$ cat config.mk
export PLATFORM = sky130hd
export DESIGN_NAME = acr_ctrl
export DESIGN_NICKNAME = d
export VERILOG_FILES = /design/src/aabb_collision_resolve_core_defines.svh /design/src/acr_pkg.sv /design/src/acr_ctrl.sv
export SDC_FILE = /design/constraint.sdc
export NUM_CORES = 1
export LEC_CHECK = 0
export BUFFER_PORTS_ARGS = -buffer_cell sky130_fd_sc_hd__buf_4
export CORE_MARGIN = 1
export CORE_UTILIZATION = 50
export CTS_CLUSTER_DIAMETER = 50
export DETAILED_ROUTE_END_ITERATION = 7
export PLACE_DENSITY = 0.77
export SYNTH_ARGS = -nofsm -noshare
export SYNTH_HDL_FRONTEND = slang
export SYNTH_SLANG_ARGS = --single-unit
$ cat constraint.sdc
create_clock -name clk -period 2.1 [get_ports clk]
set_input_delay 0.42 -clock clk [delete_from_list [all_inputs] [get_ports clk]]
set_output_delay 0.42 -clock clk [all_outputs]
set_load 0.1 [all_outputs]
$ cat src/aabb_collision_resolve_core_defines.svh
// -----------------------------------------------------------------------------
// Assertion macros for the box collision resolver
// Shared property templates: an implication in the same cycle or the next.
// -----------------------------------------------------------------------------
`ifndef AABB_COLLISION_RESOLVE_CORE_DEFINES_SVH
`define AABB_COLLISION_RESOLVE_CORE_DEFINES_SVH

// Antecedent implies consequent in the same cycle.
`define ACR_ASSERT_IMP(lbl, ck, rst_n, ante, cons, msg) \
	lbl: assert property (@(posedge ck) disable iff (!rst_n) (ante) |-> (cons)) \
		else $error(msg);

// Antecedent implies consequent in the next cycle.
`define ACR_ASSERT_NXT(lbl, ck, rst_n, ante, cons, msg) \
	lbl: assert property (@(posedge ck) disable iff (!rst_n) (ante) |=> (cons)) \
		else $error(msg);

`endif

$ cat src/acr_pkg.sv
`timescale 1ns / 1ps
// -----------------------------------------------------------------------------
// acr_pkg
// Types, constants and helpers shared by the controller and the datapath.
// -----------------------------------------------------------------------------
package acr_pkg;

	localparam int WORD_BITS = 32;
	localparam int AXES      = 3;

	localparam int NAX   = (AXES < 1) ? 1 : ((AXES > 3) ? 3 : AXES);
	localparam int SAT_W = (WORD_BITS < 2) ? 2 : ((WORD_BITS > 32) ? 32 : WORD_BITS);

	localparam int DIV_STEPS = 64;
	localparam int CNT_W     = $clog2(DIV_STEPS);

	localparam logic [1:0] AXIS_NONE = 2'd3;

	localparam logic signed [33:0] SAT_HI = (34'sd1 <<< (SAT_W - 1)) - 34'sd1;
	localparam logic signed [33:0] SAT_LO = -SAT_HI - 34'sd1;

	typedef struct packed {
		logic cap_first;
		logic cap_second;
		logic eval;
		logic sel;
		logic mul_a;
		logic mul_b;
		logic mul_c;
		logic sum;
		logic div_load_q;
		logic div_step;
		logic div_load_v;
		logic apply;
		logic which;
	} acr_cmd_t;

	typedef struct packed {
		logic go_div;
	} acr_status_t;

	// Clamp a wide signed value to the output word range.
	function automatic logic [31:0] acr_sat(input logic signed [33:0] x);
		logic signed [33:0] y;
		y = x;
		if (x > SAT_HI) y = SAT_HI;
		if (x < SAT_LO) y = SAT_LO;
		return y[31:0];
	endfunction

endpackage

$ cat src/acr_ctrl.sv
`timescale 1ns / 1ps
// -----------------------------------------------------------------------------
// acr_ctrl
// Sequencer: capture, overlap test, multiplies and two divisions (only on a collision with nonzero mass), two results.
// -----------------------------------------------------------------------------
module acr_ctrl import acr_pkg::*; (
	input  logic        clk,
	input  logic        arst_n,
	input  logic        item_valid,
	output logic        item_stall,
	input  logic        kind,
	output logic        res_valid,
	input  logic        res_stall,
	input  acr_status_t status,
	output acr_cmd_t    cmd
);

	typedef enum logic [3:0] {
		S_IDLE, S_EVAL, S_SEL, S_MUL_A, S_MUL_B, S_MUL_C, S_SUM,
		S_DIV_Q, S_LOAD_V, S_DIV_V, S_APPLY, S_OUT0, S_OUT1
	} state_t;

	state_t            state_q;
	logic [CNT_W-1:0]  cnt_q;
	logic              accept;
	logic              cnt_end;

	assign accept     = item_valid && (state_q == S_IDLE);
	assign cnt_end    = (cnt_q == CNT_W'(DIV_STEPS - 1));
	assign item_stall = (state_q != S_IDLE);
	assign res_valid  = (state_q == S_OUT0) || (state_q == S_OUT1);

	always_ff @(posedge clk or negedge arst_n) begin
		if (!arst_n) begin
			state_q <= S_IDLE;
			cnt_q   <= '0;
		end else begin
			unique case (state_q)
				S_IDLE: begin
					if (accept && kind) state_q <= S_EVAL;
				end
				S_EVAL: state_q <= S_SEL;
				S_SEL: begin
					state_q <= status.go_div ? S_MUL_A : S_APPLY;
				end
				S_MUL_A: state_q <= S_MUL_B;
				S_MUL_B: state_q <= S_MUL_C;
				S_MUL_C: state_q <= S_SUM;
				S_SUM: begin
					cnt_q   <= '0;
					state_q <= S_DIV_Q;
				end
				S_DIV_Q: begin
					cnt_q <= cnt_q + 1'b1;
					if (cnt_end) state_q <= S_LOAD_V;
				end
				S_LOAD_V: begin
					cnt_q   <= '0;
					state_q <= S_DIV_V;
				end
				S_DIV_V: begin
					cnt_q <= cnt_q + 1'b1;
					if (cnt_end) state_q <= S_APPLY;
				end
				S_APPLY: state_q <= S_OUT0;
				S_OUT0: begin
					if (!res_stall) state_q <= S_OUT1;
				end
				S_OUT1: begin
					if (!res_stall) state_q <= S_IDLE;
				end
				default: state_q <= S_IDLE;
			endcase
		end
	end

	always_comb begin
		cmd            = '0;
		cmd.cap_first  = accept && !kind;
		cmd.cap_second = accept && kind;
		cmd.eval       = (state_q == S_EVAL);
		cmd.sel        = (state_q == S_SEL);
		cmd.mul_a      = (state_q == S_MUL_A);
		cmd.mul_b      = (state_q == S_MUL_B);
		cmd.mul_c      = (state_q == S_MUL_C);
		cmd.sum        = (state_q == S_SUM);
		cmd.div_load_q = (state_q == S_SUM);
		cmd.div_step   = (state_q == S_DIV_Q) || (state_q == S_DIV_V);
		cmd.div_load_v = (state_q == S_LOAD_V);
		cmd.apply      = (state_q == S_APPLY);
		cmd.which      = (state_q == S_OUT1);
	end

endmodule

# After elaboration in Yosys (flattened, before gate mapping)
# Index checks and enable logic that the tools add are counted.
# classes
mux	8
add_sub_neg	1
n_eq_ne	18
reduce_logical	12
# op_table
cell	n
case mux 4 bit (13 select lines)	1
two-way mux 4 bit	6
equality test 4 bit (second input constant)	5
equality test 4 x 3 -> 1 bit (second input constant)	4
case mux 6 bit (2 select lines)	1
inequality test 2 bit (second input constant)	5
equality test 4 x 2 -> 1 bit (second input constant)	2
adder 6 x 1 -> 6 bit (second input constant)	1
equality test 6 bit (second input constant)	1
AND reduction 5 bit	1
equality test 4 x 1 -> 1 bit (second input constant)	1
zero test 4 bit	1
nonzero test 4 bit	1
OR reduction 2 bit	2
logical AND 1 bit	3
logical OR 1 bit	2
nonzero test 2 bit	1
zero test 1 bit	1
# totals
regBits	10
inputBits	6

# Depth between registers and ports, before layout
# depth
word_depth	5
mapped_depth	5
mapped_depth_nobuf	5

# Least setup slack after synthesis
# No wires, ideal clock.
# synth_path
path_kind	register to output
startpoint	register state_q[0]
endpoint	output port cmd[10] (netlist bit)
stages_incl_launch_ff	4
arrival_ps	2805
path_slack_ps	-1125
path_cell_list	dfrtp_1 -> clkbuf_1 -> nand2b_1 -> nor3_1
# synth_lines
element	line	rtl
start: declaration	acr_ctrl.sv:23	state_t state_q;
start signal: assignment	acr_ctrl.sv:44	state_q <= status.go_div ? S_MUL_A : S_APPLY;
end: declaration	acr_ctrl.sv:15	output acr_cmd_t cmd

==> metrics <==
syn nets 95; largest net degree at the start of global routing 15; crit path capture type output port; Final setup viols 0; All-Layer GR Usage 26.6%; average wire per standard cell 14.8 um; FP Rows 13; TritonCTS Sinks 10; nets 121; starting density of the core 55.6%; initial antenna violation count 0; Residual DRC 0; Tmin final 2040 ps; multi-input logic area 541 um^2; Setup WS pre-CTS 164 ps; Worst-path clk slew 70 ps; Core ar. 1350 um^2; required time of the critical path 1680 ps; Fillers 94; Post-synth EDFFs 0; CTS tree done; Antenna diodes 0; DRT Wirelength 1900 um; clock buffer depth 2; Final period util 97.4%; H-tree depth 1; synth top area cells dfrtp_1 33%, nand2_1 6.0%, a22o_1 4.7%; Slew Limit Fails 0; height of the die 40.8 um; clock skew 5.06 ps; Die Span X 40.8 um; clock root buffer clkbuf_4; Unique masters post-synth 35; outcome completed; hpwl dp 1410 um; sequential share of the synthesized area 33.3%; Synth top cells by count 12 x nand2_1, 10 x dfrtp_1, 8 x nor2_1; Avg Cell Area, Syn 8.53 um^2; Critical Path AT 1620 ps; YS warnings 0; layout cell share with drive strength beyond 1 47.8%; critical path class flip-flop to output port; P per Cell Area 355 nW/um^2; # IOs 21; RSZ-0062 raised after global routing no; max_cap viols 0; setup TNS 0 ps; CP max FO 14; gr ovfl total 0; worst hold path type input port to flip-flop; count of state elements after synthesis 10; vias after detailed routing 757; Max IR drop VDD 0.457 mV; Synth Cell Area 751 um^2; CTS buffer count 3; most frequent cell after synthesis nand2_1; DRT Pass-1 Iters 4; slew margin rel. 79.6%; final worst slack 55.3 ps; latest clock arrival within the worst-skew pair 270 ps; Async SR Flop Fraction 100%; post-CTS setup buffers 0; Main synth FF type dfrtp_1; post-synthesis cell type with the largest combined area dfrtp_1; Synth top area share 33.3%; Leak 0.467 nW; Worst Tran Pin Value 305 ps; Initial DRC Count 20; Die Footprint 1660 um^2; placer congestion estimate 0.799; final hold slack 459 ps; crit start category flip-flop; sequential cell area 254 um^2; IO Port Bufs 20; Max Freq 489 MHz; Hold Violations, Final 0; Area Growth Syn to Fin 44.2%; Mapped Cells 88; via-per-instance ratio 5.91; first-pass GRT wire length 2820 um; vias in the first global route 665; Antenna Violating Nets Remaining 0
==> kinds of logic after synthesis <==
| family | share of synthesized area (%) |
|---|---|
| DFF | 33.3 |
| adders and majority gates | 1.67 |
| buffers and inverters | 5.50 |
| AOI/OAI and AO/OA | 20.3 |
| and+or+nand+nor | 31.8 |
| muxes | 7.33 |
==> path summary, 6_finish.rpt <==
check,start,slack (ps),to,cells past startpoint
worst max-delay path,state_q[3],60,cmd[3],4
worst min-delay path,res_stall,460,state_q[1],3
worst max register to register,state_q[3],300,state_q[2],4
worst min register to register,cnt_q[0],570,cnt_q[0],1
max in group asynchronous,arst_n,1430,state_q[2],2
min in group asynchronous,arst_n,510,cnt_q[3],2
==> layout by cell type (no fill, tap or decap), types with 2 or more instances in the layout <==
| master | netlist | routed |
|---|---|---|
| buf_4 | 2 | 23 |
| nand2_1 | 12 | 12 |
| dfrtp_1 | 10 | 7 |
| nand2b_1 | 4 | 4 |
| nor3_2 | 0 | 4 |
| o21ai_0 | 4 | 4 |
| a22o_1 | 4 | 4 |
| nor2_2 | 0 | 3 |
| o21a_1 | 3 | 3 |
| nor2_1 | 8 | 3 |
| clkbuf_4 | 0 | 3 |
| dfrtp_2 | 0 | 3 |
| inv_1 | 2 | 2 |
| nand2b_4 | 2 | 2 |
| nor3_4 | 0 | 2 |
| nor2_4 | 0 | 2 |
| nand3_1 | 2 | 2 |
| or2_2 | 2 | 2 |
| mux2_1 | 2 | 2 |
| buf_6 | 0 | 2 |
==> cell type report <==
type	count	area share, %
sequential	10	23.5
timing repair buffer	27	20.8
tap	15	1.73
clock buffer	4	3.35
inverter	2	0.694
multi-input combinational	70	49.9
==> layer usage <==
layer	track usage, %	wire length (um)	up-vias
met5	0	0	-
li1	-	-	368
met1	31.1	812	361
met3	9.24	111	2
met4	5.83	11	0
met2	46.4	961	26
==> flip-flops by register name, summed over array words and instances, names as in the netlist <==
register	count
state_q	4
cnt_q	6
==> power breakdown <==
group / switching, mW / internal (mW) / total (mW)
combinational: 0.00718 / 0.00751 / 0.0147
clock: 0.0723 / 0.105 / 0.178
sequential: 0 / 0.192 / 0.192
total: 0.0795 / 0.305 / 0.385
==> through the flow <==
stage | power (mW) | util (%) | cell area (um^2) | std cells
global route | 0.394 | 80.2 | 1080 | 128
CTS | 0.383 | 79.1 | 1070 | 128
detailed placement | 0.209 | 73.5 | 992 | 123
finish | 0.385 | 80.2 | 1080 | 128
floorplan | 0.197 | - | 812 | 88
global placement | 0.209 | 73.5 | 992 | 123
==> repair_timing <==
item / 4_1_cts / 5_1_grt
hold endpoints to repair: 10 / 0
cloned: 0 / 0
gates resized for setup: 8 / 4
endpoints found under the setup margin: 4 / 6
hold buffers: 1 / 0
==> worst max-delay path: stages, from the launching register on <==
cell and delay [ps]:
dfrtp_2 470, nand2b_4 200, mux2_4 350, nor2_4 150, buf_12 190
Power figures use the tool's default switching activity.
